--- config.mk ---
export PLATFORM = sky130hd
export DESIGN_NAME = rrt_ram
export DESIGN_NICKNAME = d
export VERILOG_FILES = /design/src/rtl/rrt_ram.sv
export SDC_FILE = /design/constraint.sdc
export NUM_CORES = 1
export LEC_CHECK = 0
export BUFFER_PORTS_ARGS = -buffer_cell sky130_fd_sc_hd__buf_2
export CAP_MARGIN = 25
export CORE_MARGIN = 1.5
export CORE_UTILIZATION = 60
export DETAILED_ROUTE_END_ITERATION = 6
export PLACE_DENSITY = 0.77
export REMOVE_ABC_BUFFERS = 1
export SYNTH_ARGS = -nofsm -noshare
export SYNTH_HDL_FRONTEND = slang
export SYNTH_SLANG_ARGS = --single-unit
--- constraint.sdc ---
create_clock -name clock -period 2.8 [get_ports clock]
set_clock_uncertainty 0.1 [all_clocks]
set_input_delay 0.56 -clock clock [delete_from_list [all_inputs] [get_ports clock]]
set_output_delay 0.56 -clock clock [all_outputs]
set_load 0.01 [all_outputs]
--- src/rtl/rrt_ram.sv ---
// rrt_ram: generic single write port, single read port ram
// registered read data held until the next read; no dependencies
module rrt_ram #(
   parameter int unsigned WIDTH = 8,
   parameter int unsigned DEPTH = 16,
   localparam int unsigned AW   = (DEPTH > 1) ? $clog2(DEPTH) : 1
) (
   input  logic             clock,
   input  logic             wr_en,
   input  logic [AW-1:0]    wr_addr,
   input  logic [WIDTH-1:0] wr_data,
   input  logic             rd_en,
   input  logic [AW-1:0]    rd_addr,
   output logic [WIDTH-1:0] rd_data
);

   logic [WIDTH-1:0] mem [DEPTH];

   always_ff @(posedge clock) begin
      if (wr_en) begin
         mem[wr_addr] <= wr_data;
      end
      if (rd_en) begin
         rd_data <= mem[rd_addr];
      end
   end

endmodule

==> results of run 1 <==
==> cells by family after synthesis <==
group           after synthesis  synth area share [%]
buf+inv                      10                  1.65
flops                       136                  78.1
compound gates               16                  2.30
mux                          32                  14.8
simple gates                 35                  3.14
==> registers in the layout (all words and copies together), names as in the netlist <==
| name | flops |
|---|---|
| mem | 128 |
| rd_data | 8 |
==> worst register-to-register path, stage by stage, from the launching register on <==
cell                       delay [ns]
sky130_fd_sc_hd__edfxtp_1        0.40
sky130_fd_sc_hd__mux4_1          0.58
sky130_fd_sc_hd__a22oi_1         0.27
sky130_fd_sc_hd__nand2_1         0.10
==> worst max path at each step <==
| stage | start | end | cells after the start | slack (ns) |
|---|---|---|---|---|
| after detailed placement | rd_addr[0] | rd_data[0]$_DFFE_PP_ | 5 | 0.48 |
| final | rd_addr[0] | rd_data[0]$_DFFE_PP_ | 5 | 1.01 |
| after global routing | rd_addr[0] | rd_data[0]$_DFFE_PP_ | 5 | 0.92 |
| after CTS | rd_addr[0] | rd_data[0]$_DFFE_PP_ | 5 | 0.99 |
| after floorplan | wr_addr[2] | mem[0][0]$_DFFE_PP_ | 2 | 0.65 |
| after global placement | rd_addr[0] | rd_data[0]$_DFFE_PP_ | 5 | 0.48 |
==> cell usage after synthesis, drive strengths merged <==
cell / number
a22oi: 16
and2: 1
and2b: 1
buf: 7
clkdlybuf4s25: 3
edfxtp: 136
mux4: 32
nand2: 9
nand2b: 2
nand3: 1
nand3b: 2
nor2: 13
nor2b: 1
nor3: 4
or3b: 1
==> final cells by class <==
class	instances	area, um^2	share of cell area (%)
Sequential cell	136	4080	66.6
Multi-Input combinational cell	83	1060	17.2
Clock buffer	17	414	6.75
Timing Repair Buffer	44	290	4.73
Clock inverter	14	159	2.59
Tap cell	105	131	2.14
==> per-layer routing <==
metal | GRT usage [%] | share of wire [%] | vias up
met4 | 10.9 | 1.4 | 0
li1 | - | - | 1092
met2 | 37.3 | 50 | 113
met5 | 0 | 0 | -
met1 | 35.0 | 42 | 1262
met3 | 6.32 | 6.6 | 12
==> per-stage QoR <==
step | power [mW] | setup slack (ns) | hold slack [ns] | utilization (%)
after floorplan | 2.44 | 0.647 | 0.559 | -
after global placement | 2.55 | 0.475 | 0.623 | 66.7
after detailed placement | 2.56 | 0.484 | 0.634 | 66.7
after CTS | 4.65 | 0.992 | 0.320 | 73.6
after global routing | 4.76 | 0.921 | 0.318 | 73.6
final | 4.63 | 1.01 | 0.332 | 73.6
==> power by group through the flow <==
stage	clock (mW)	combinational [mW]	sequential [mW]
2_1_floorplan	0	0.0914	2.35
3_3_place_gp	0	0.206	2.35
3_5_place_dp	0	0.210	2.35
4_1_cts	2.13	0.214	2.31
5_1_grt	2.22	0.228	2.31
6_report	2.11	0.211	2.31
==> cell usage in the layout (no fill, tap or decap), drive strengths merged <==
cell and n:
edfxtp 136, or3b 1, mux4 32, buf 44, nand3b 2, clkinv 8
clkbuf 17, a22oi 16, nor2b 1, nand3 1, nand2 9, and2b 1
nand2b 2, nor3 4, nor2 13, and2 1, clkinvlp 3, bufinv 3
==> metrics list, run 1 <==
* Sequential share of power: 49.8%
- The finished cells cover 6140 um^2.
- TritonCTS built the clock tree.
- Synthesis instantiated 18 different standard cells from the library.
* Syn-to-layout area delta: 17.4%
- Detailed-route via count: 2,479
- Slowest CP cell: sky130_fd_sc_hd__mux4_1
* Data arrival time of the critical path: 1.95 ns
- In this run, placement finished with an instance count of 368.
* Number of port buffers: 26
* Internal power of the cells: 3.72 mW
- In this run the tightest slew margin relative to its limit is 49.5%.
- Height of the chip: 96.3 um
* Clock root buffer master: sky130_fd_sc_hd__clkbuf_8
- Peak supply drop: 0.448 mV
* Buf/Inv on CP: 2
* Hold path startpoint: rd_en
- Clock buffers created by TritonCTS: 17
- Placeable core region: 8340 um^2
* Max-capacitance violation count: 0
- Min Tclk post-route: 1.79 ns
- The share of total power dissipated in the clock network is 45.6%.
- Initial core utilization: 62.7%
- Number of core rows: 33
- Counting cells, the worst reg-to-reg path comes to 3.
* Detail Placement HPWL: 5740 um
* Power per Cell Area: 755 nW/um^2
- The filler cells instantiated in the layout total 480.
* Yosys warns: 0
- The largest single stage delay on the critical path is 0.65 ns.
- Dividing the final minimum period by the clock period gives 64.1%.
- For this run, the total global-route usage over all layers was measured as 24.8%.
- From left edge to right edge, the die measures 96.3 um.
- In this run, the combinational gates consume 4.6% of the power.
* Largest net degree at the start of global routing: 33
- Buffers inserted to repair hold after CTS numbered 0.
- Clock latency reported for the late side of the worst-skew pair: 0.51 ns
- The worst setup path is launched from an input port.
- Average wire length per cell after detail routing: 25.5 um
- Leaving out filler cells and counting taps, the final layout contains 399.
* Final hold violation count: 0
- Post-CTS Resized: 0
- For the pin with the worst max-slew slack, the measured transition is 0.756 ns.
* Number of global-route vias before repair: 2,487
- GP Congestion: 0.743
- 27 I/O pins were placed.
* Leakage dissipation: 2.09 nW
* Iteration-0 DRC Markers: 253
* Synthesized cell area: 5230 um^2
* Remaining global-route overflow: 0
* Detail Route Antenna Nets: 0
* Maximum fanout count along the critical path: 32
- Achievable clock frequency: 558 MHz
- For this run, the post-layout net count is 301.
- Reg-to-reg critical path startpoint: mem[5][0]$_DFFE_PP_
- The worst hold path terminates at rd_data[0]$_DFFE_PP_.
- For the final routed database, the setup TNS stands at 0 ns.
- Setup slack on the worst reg-to-reg path comes out at 1.11 ns.
* Worst reg2reg path endpoint: rd_data[0]$_DFFE_PP_
- Net switching is 19.7% of the power.
* Drt pass-1 iters: 4
* Worst Setup End Kind: flop
- Series of cell instances along the critical path: buf_2 -> buf_12 -> mux4_1 -> a22oi_1 -> nand2_1
- Synthesized instance count: 229
* Via-to-Cell Ratio: 6.21
* Number of sinks on the clock net: 136
- Count of cells along the worst hold path: 1
- Averaged over all synthesized cells, the footprint is 22.8 um^2.
- RSZ-0062 raised after global routing: no
- Final routed DRC violation total: 0
- Post-placement cell area: 5560 um^2
* Total setup buffers inserted after CTS: 0
- Top area cells in the synthesized netlist: sky130_fd_sc_hd__edfxtp_1 78%, sky130_fd_sc_hd__mux4_2 7.8%, sky130_fd_sc_hd__mux4_1 7.0%
* FF+latch count, synth: 136
- Share of final-layout standard cells stronger than drive strength 1: 31.6%
- Synth area leader: sky130_fd_sc_hd__edfxtp_1
- Summed over all nets, the switching power comes to 0.913 mW.
- Data on the critical path is required at its endpoint by 2.95 ns.
- Number of pins with negative max-slew slack in the final report: 0
- Number of H-tree levels: 4
* Initial antenna violation count: 0
* Fraction of post-synthesis cell area in the top cell type by area: 78.1%
- The min-delay analysis places its worst path in the category in2reg.
* Top Family by Delay on Critical Path: multiplexers
* Die ar.: 9280 um^2
* Setup-violating endpoint count in the final report: 0
- Total wire length: 10,200 um
* Sequential fraction of the synthesis area: 78.1%
- Status: completed
- Antenna cell count: 0
- Clock-pin slew was measured on the worst setup and hold paths at 0.06 ns.
- Type of the setup path with the least slack: in2reg
* Bufs on Longest Clock Path: 2
* Wire length of the first global-routing pass: 14,800 um
Power figures use the tool's default switching activity.
==> run 2, diff against run 1 <==
==> constraint.sdc (replaced) <==
create_clock -name clock -period 1.9 [get_ports clock]
set_clock_uncertainty 0.1 [all_clocks]
set_input_delay 0.38 -clock clock [delete_from_list [all_inputs] [get_ports clock]]
set_output_delay 0.38 -clock clock [all_outputs]
set_load 0.01 [all_outputs]
==> run 2 against run 1 <==
Effect of this change:
- sequential power up 47%
- cell count is 1.0% higher
- worst setup slack worse by 0.75 ns
- global-route usage decreased by 0.77 points
- via count is the same
- critical path depth is 2 lower
- utilization is 0.12 points lower
- register-to-register slack worse by 0.86 ns
- hold slack worse by 0.20 ns
- non-clock buffer count rose by 5
- critical path type is now reg2reg
- critical endpoint is now rd_data[7]$_DFFE_PP_
==> metrics list, run 2 (synthesis results as in run 1) <==
- The setup-violating endpoint count in the final report is 0 (unchanged).
- The number of endpoints with negative hold slack in the final report was 0 (unchanged).
* Number of pins with negative max-slew slack in the final report: 0 (unchanged)
* Share of final-layout standard cells stronger than drive strength 1: 32.2% (was 31.6%)
- Most common cell after layout, fill and taps aside: sky130_fd_sc_hd__edfxtp_1 (unchanged)
- Detailed-route via count: 2,479 (unchanged)
- Top Family by Delay on Critical Path: multiplexers (unchanged)
- The area growth from synthesis to layout is 17.2% (was 17.4%).
- Tot GR Track Use: 24.0% (was 24.8%)
- Remaining global-route overflow: 0 (unchanged)
* Final design utilization: 73.4% (was 73.6%)
- Buf/Inv on CP: 0 (was 2)
- Clock buffers created by TritonCTS: 17 (unchanged)
* Number of fill cells in the layout: 464 (was 480)
- Clock latency reported for the late side of the worst-skew pair: 0.52 ns (was 0.51 ns)
- Number of port buffers: 26 (unchanged)
- The measured slew at the worst slew-check pin was 0.421 ns (was 0.756 ns).
- Final routed DRC violation total: 0 (unchanged)
- The final worst slack was 0.252 ns (was 1.01 ns).
- Number of placed I/O pins: 27 (unchanged)
- The maximum clock insertion buffer count came to 2 (unchanged).
* Wire length of the first global-routing pass: 14,600 um (was 14,800 um)
- Reg with most FFs: mem (unchanged)
* Leakage dissipation: 2.07 nW (was 2.09 nW)
- The total power draw was 6.46 mW (was 4.63 mW).
* Initial core utilization: 62.7% (unchanged)
* Post-CTS Hold Buffers: 0 (unchanged)
- Status: completed (unchanged)
- Detail Placement HPWL: 5990 um (was 5740 um)
- Largest net degree at the start of global routing: 23 (was 33)
* Average wire length per cell after detail routing: 24.2 um (was 25.5 um)
- Final cycle utilization of the critical path: 86.7%
- The clock root buffer was sky130_fd_sc_hd__clkbuf_8 (unchanged).
* Required @ worst endpoint: 2.04 ns (was 2.95 ns)
* Number of core rows: 33 (unchanged)
- Total wire length: 9740 um (was 10,200 um)
* Slowest CP cell: sky130_fd_sc_hd__mux4_2 (was sky130_fd_sc_hd__mux4_1)
- Drt pass-1 iters: 4 (unchanged)
* Number of H-tree levels: 4 (unchanged)
* Iteration-0 DRC Markers: 202 (was 253)
- Achievable clock frequency: 607 MHz
- Placeable core region: 8340 um^2 (unchanged)
- Most frequent cells in the layout: 136 x sky130_fd_sc_hd__edfxtp_1, 26 x sky130_fd_sc_hd__buf_2, 19 x sky130_fd_sc_hd__buf_4 (was 136 x sky130_fd_sc_hd__edfxtp_1, 26 x sky130_fd_sc_hd__buf_2, 18 x sky130_fd_sc_hd__mux4_2).
- Die ar.: 9280 um^2 (unchanged)
* GP Congestion: 0.759 (was 0.743)
* Non-filler instance count after layout: 403 (was 399)
* Antenna cell count: 0 (unchanged)
- The kind of path behind the tightest hold check is in2reg (unchanged).
- Power per Cell Area: 1050 nW/um^2 (was 755 nW/um^2)
- Largest registers: mem x128, rd_data x8 (unchanged)
- The delay of the slowest cell on the worst path was 0.49 ns (was 0.65 ns).
- Reg2reg setup slack: 0.25 ns (was 1.11 ns)
- Relative max-transition margin: 72.0% (was 49.5%)
- The count of clock tree sinks came to 136 (unchanged).
* Total setup buffers inserted after CTS: 0 (unchanged)
* Peak supply drop: 0.823 mV (was 0.448 mV)
* Type of the setup path with the least slack: reg2reg (was in2reg)
- Register clock-pin slew on the reported worst setup and hold paths: 0.06 ns (about the same)
- The worst path arrival time came to 1.79 ns (was 1.95 ns).
* Cell total after placement: 373 (was 368)
* Maximum fanout count along the critical path: 1 (was 32)
- The critical path launch point type is a flop (was input port).
- Series of cell instances along the critical path: mux4_2 -> a22oi_1 -> nand2_1 (was buf_2 -> buf_12 -> mux4_1 -> a22oi_1 -> nand2_1).
- Aggregate negative setup slack: 0 ns (unchanged)
- Post-CTS Resized: 0 (unchanged)
- The CTS tree was yes (unchanged).
* Post-Place Setup Slack: -0.186 ns (was 0.484 ns)
- The vertical die dimension was 96.3 um (unchanged).
- Via-to-Cell Ratio: 6.15 (was 6.21)
* Final Net Count: 306 (was 301)
* Max-capacitance violation count: 0 (unchanged)
- Initial antenna violation count: 0 (unchanged)
- The via count of the first global-routing pass was 2,508 (was 2,487).
- The count of antenna-violating nets left after detailed routing came to 0 (unchanged).
- The flip-flop count of the largest register after layout is 128 (unchanged).
- Min Tclk post-route: 1.65 ns
- RSZ-0062 raised after global routing: no (unchanged).
* Horizontal die dimension: 96.3 um (unchanged)
* Worst Setup End Kind: flop (unchanged)
-- run 2: worst paths after layout --
| check | from | end | cells after the start |
|---|---|---|---|
| max | mem[3][7]$_DFFE_PP_ | rd_data[7]$_DFFE_PP_ | 3 |
| min | rd_en | rd_data[1]$_DFFE_PP_ | 1 |
| max reg2reg | mem[3][7]$_DFFE_PP_ | rd_data[7]$_DFFE_PP_ | 3 |
| min reg2reg | mem[0][5]$_DFFE_PP_ | rd_data[5]$_DFFE_PP_ | 3 |
-- run 2: stage by stage --
| step | area, um^2 | hold WS [ns] |
|---|---|---|
| 3_3_place_gp | 5630 | 0.634 |
| 5_1_grt | 6130 | 0.112 |
| 3_5_place_dp | 5630 | 0.646 |
| 2_1_floorplan | 5140 | 0.379 |
| 4_1_cts | 6130 | 0.119 |
| 6_report | 6130 | 0.136 |
-- run 2: final cells by class --
type	instances	area (um^2)	area share (%)
clock buffers	18	418	6.82
repair buffers	49	353	5.76
flip-flops and latches	136	4080	66.7
clock inverters	12	82.6	1.35
multi-input cells	83	1060	17.3
well taps	105	131	2.14
-- run 2: per-layer routing --
metal | wire length, um | global-route usage, %
met5 | 0 | 0
met4 | 90 | 8.21
met3 | 781 | 8.21
met2 | 4820 | 36.7
met1 | 4050 | 33.0
-- run 2: power by group --
part	internal [mW]	switching, mW
clock network	1.57	1.16
logic	0.143	0.179
registers	3.38	0.0192
total	5.10	1.36
==> run 3, diff against run 2 <==
--- a/config.mk
+++ b/config.mk
@@ -6,7 +6,7 @@
 export NUM_CORES = 1
 export LEC_CHECK = 0
 export BUFFER_PORTS_ARGS = -buffer_cell sky130_fd_sc_hd__buf_2
-export CAP_MARGIN = 25
+export CORE_ASPECT_RATIO = 0.9
 export CORE_MARGIN = 1.5
 export CORE_UTILIZATION = 60
 export DETAILED_ROUTE_END_ITERATION = 6
==> run 3 against run 2 <==
Effect of this change:
- critical path depth did not move
- sequential power barely moved
- final area rose by 0.67%
- first-iteration DRC count rose by 8.4%
- global-route usage fell by 0.81 points
- sequential cell count did not move
- critical endpoint is now rd_data[4]$_DFFE_PP_
- highest routed layer unchanged
==> metrics list, run 3 (synthesis results as in run 1) <==
* TritonCTS clock tree: yes (unchanged)
- The layout cell share with drive strength beyond 1 is 32.0% (was 32.2%).
- Detail Route Antenna Nets: 0 (unchanged)
- Largest registers: mem x128, rd_data x8 (unchanged).
- The number of cells on the critical path is 3 (unchanged).
- Register clock-pin slew on the reported worst setup and hold paths: 0.06 ns (about the same)
- Type of the setup path with the least slack: reg2reg (unchanged)
* Total wire length: 9570 um (was 9740 um)
- Die ar.: 9280 um^2 (about the same)
* Cell total after placement: 385 (was 373)
- Final Instance Area: 6170 um^2 (was 6130 um^2)
- RSZ-0062 raised after global routing: no (unchanged).
- The share of the clock period used by the worst path after layout is 85.4% (was 86.7%).
- Clock buffers created by TritonCTS: 17 (unchanged)
* Via-to-Cell Ratio: 5.94 (was 6.15)
* Post-Place Setup Slack: -0.224 ns (was -0.186 ns)
- Peak supply drop: 1.17 mV (was 0.823 mV)
* Multi-input logic area: 1060 um^2 (unchanged)
- The clock latency at the later pin of the worst-skew pair came to 0.50 ns (was 0.52 ns).
* Remaining global-route overflow: 0 (unchanged)
- The antenna diode count came to 0 (unchanged).
- Slowest CP cell: sky130_fd_sc_hd__mux4_1 (was sky130_fd_sc_hd__mux4_2)
- Clock root buffer master: sky130_fd_sc_hd__clkbuf_8 (unchanged)
* Power per Cell Area: 1090 nW/um^2 (was 1050 nW/um^2)
- The endpoint required time on the critical path was 2.04 ns (about the same).
- The total power draw is 6.72 mW (was 6.46 mW).
* Number of placed I/O pins: 27 (unchanged)
- Wire length of the first global-routing pass: 14,500 um (was 14,600 um)
- The count of clock tree sinks was 136 (unchanged).
- The total placed instance area came to 5620 um^2 (was 5630 um^2).
- The final instance count without filler cells was 416 (was 403).
* GP Congestion: 0.747 (was 0.759)
- The routed length per instance is 23.0 um (was 24.2 um).
- Worst Max-Slew Pin Slew: 0.363 ns (was 0.421 ns)
* Placeable core region: 8530 um^2 (was 8340 um^2)
- Final Net Count: 304 (was 306)
* Hold path startpoint: wr_data[2] (was rd_en)
- Worst Setup End Kind: flop (unchanged)
* Final routed DRC violation total: 0 (unchanged)
* Reg with most FFs: mem (unchanged)
- The source of the worst register-to-register timing path is mem[9][4]$_DFFE_PP_ (was mem[3][7]$_DFFE_PP_).
- The filler cell count in the final layout was 519 (was 464).
- Number of core rows: 32 (was 33)
- Iteration-0 DRC Markers: 219 (was 202)
- Number of global-route vias before repair: 2,517 (was 2,508)
* Number of port buffers: 26 (unchanged)
- The number of antenna violations at the first check in global routing came to 0 (unchanged).
- The H-tree level count was 4 (unchanged).
- Startpoint type of the worst setup path: flop (unchanged)
- Buf/Inv on CP: 0 (unchanged)
- Series of cell instances along the critical path: mux4_1 -> a22oi_1 -> nand2_1 (was mux4_2 -> a22oi_1 -> nand2_1)
* Relative max-transition margin: 75.8% (was 72.0%)
* Count of cells along the worst hold path: 1 (unchanged)
* Hold Crit Class: in2reg (unchanged)
* Total setup buffers inserted after CTS: 0 (unchanged)
- Initial core utilization: 61.3% (was 62.7%)
- The width of the die came to 101 um (was 96.3 um).
- Post-CTS Hold Buffers: 0 (unchanged)
- Min Tclk post-route: 1.62 ns (was 1.65 ns)
- Launching instance or port of the critical path: mem[9][4]$_DFFE_PP_ (was mem[3][7]$_DFFE_PP_)
- Tot GR Track Use: 23.2% (was 24.0%)
- The leading cell type in the layout, fill and taps excluded is sky130_fd_sc_hd__edfxtp_1 (unchanged).
- Number of cells on the worst reg-to-reg path: 3 (unchanged)
- Status: completed (unchanged).
- Most frequent cells in the layout: 136 x sky130_fd_sc_hd__edfxtp_1, 26 x sky130_fd_sc_hd__buf_2, 18 x sky130_fd_sc_hd__mux4_2, 18 x sky130_fd_sc_hd__buf_4 (was 136 x sky130_fd_sc_hd__edfxtp_1, 26 x sky130_fd_sc_hd__buf_2, 19 x sky130_fd_sc_hd__buf_4)
- The highest clock frequency the design can meet was 616 MHz (was 607 MHz).
* Maximum fanout count along the critical path: 1 (unchanged)
* Final hold violation count: 0 (unchanged)
* Detail Placement HPWL: 5810 um (was 5990 um)
* Leakage dissipation: 2.10 nW (was 2.07 nW)
- The worst path arrival time came to 1.77 ns (was 1.79 ns).
* Delay contributed by the slowest stage of the critical path: 0.53 ns (was 0.49 ns)
* Syn-to-layout area delta: 18.0% (was 17.2%)
* Height of the chip: 91.6 um (was 96.3 um)
- The via count of the routed design was 2,469 (was 2,479).
* Flip-flop count of the largest register after layout: 128 (unchanged)
- Drt pass-1 iters: 4 (unchanged)
- The largest net degree at the start of global routing was 33 (was 23).
* Max-capacitance violation count: 0 (unchanged)
- The number of max-slew violations in the final report came to 0 (unchanged).
- The final worst slack was 0.277 ns (was 0.252 ns).
* Area used by sequential logic in the layout: 4080 um^2 (unchanged)
- Top Family by Delay on Critical Path: multiplexers (unchanged)
* Post-CTS Resized: 0 (unchanged)
- The maximum clock insertion buffer count was 2 (unchanged).
- The setup-violating endpoint count in the final report came to 0 (unchanged).
run 3: changes by cell type in the layout (fill, tap and decap cells not counted), sizes merged:
cell / change
bufinv: +2
clkinv: +5
buf: -2
clkbuf: +1
inv: -1
clkinvlp: -6
run 3: cell type report:
cell class                 instances  share of cell area [%]
clock inverter                    12                    2.11
timing repair buffer              47                    5.27
multi-input combinational         83                    17.1
sequential                       136                    66.2
clock buffer                      19                    6.84
tap                              119                    2.41
run 3: metrics by stage:
step                      util [%]  setup TNS, ns  hold WS, ns
after CTS                     72.3              0        0.125
after global routing          72.3              0        0.123
final                         72.3              0        0.148
after floorplan                  -         -0.583        0.379
after global placement        65.8         -0.717        0.628
after detailed placement      65.8         -0.814        0.633
run 3: final timing paths:
| check | to | slack, ns |
|---|---|---|
| setup / recovery | rd_data[4]$_DFFE_PP_ | 0.28 |
| hold / removal | mem[13][2]$_DFFE_PP_ | 0.15 |
| setup reg to reg | rd_data[4]$_DFFE_PP_ | 0.28 |
| hold reg to reg | rd_data[5]$_DFFE_PP_ | 0.65 |
run 3: power breakdown:
part	switching (mW)	internal [mW]	leakage (nW)
clock	1.16	1.85	0.267
combinational	0.176	0.138	0.598
sequential	0.0188	3.38	1.24
run 3: routing by layer:
layer	global-route usage [%]	share of wire, %
met1	33.4	42
met2	35.0	50
met3	7.54	7.6
met4	6.25	0.36
met5	0	0
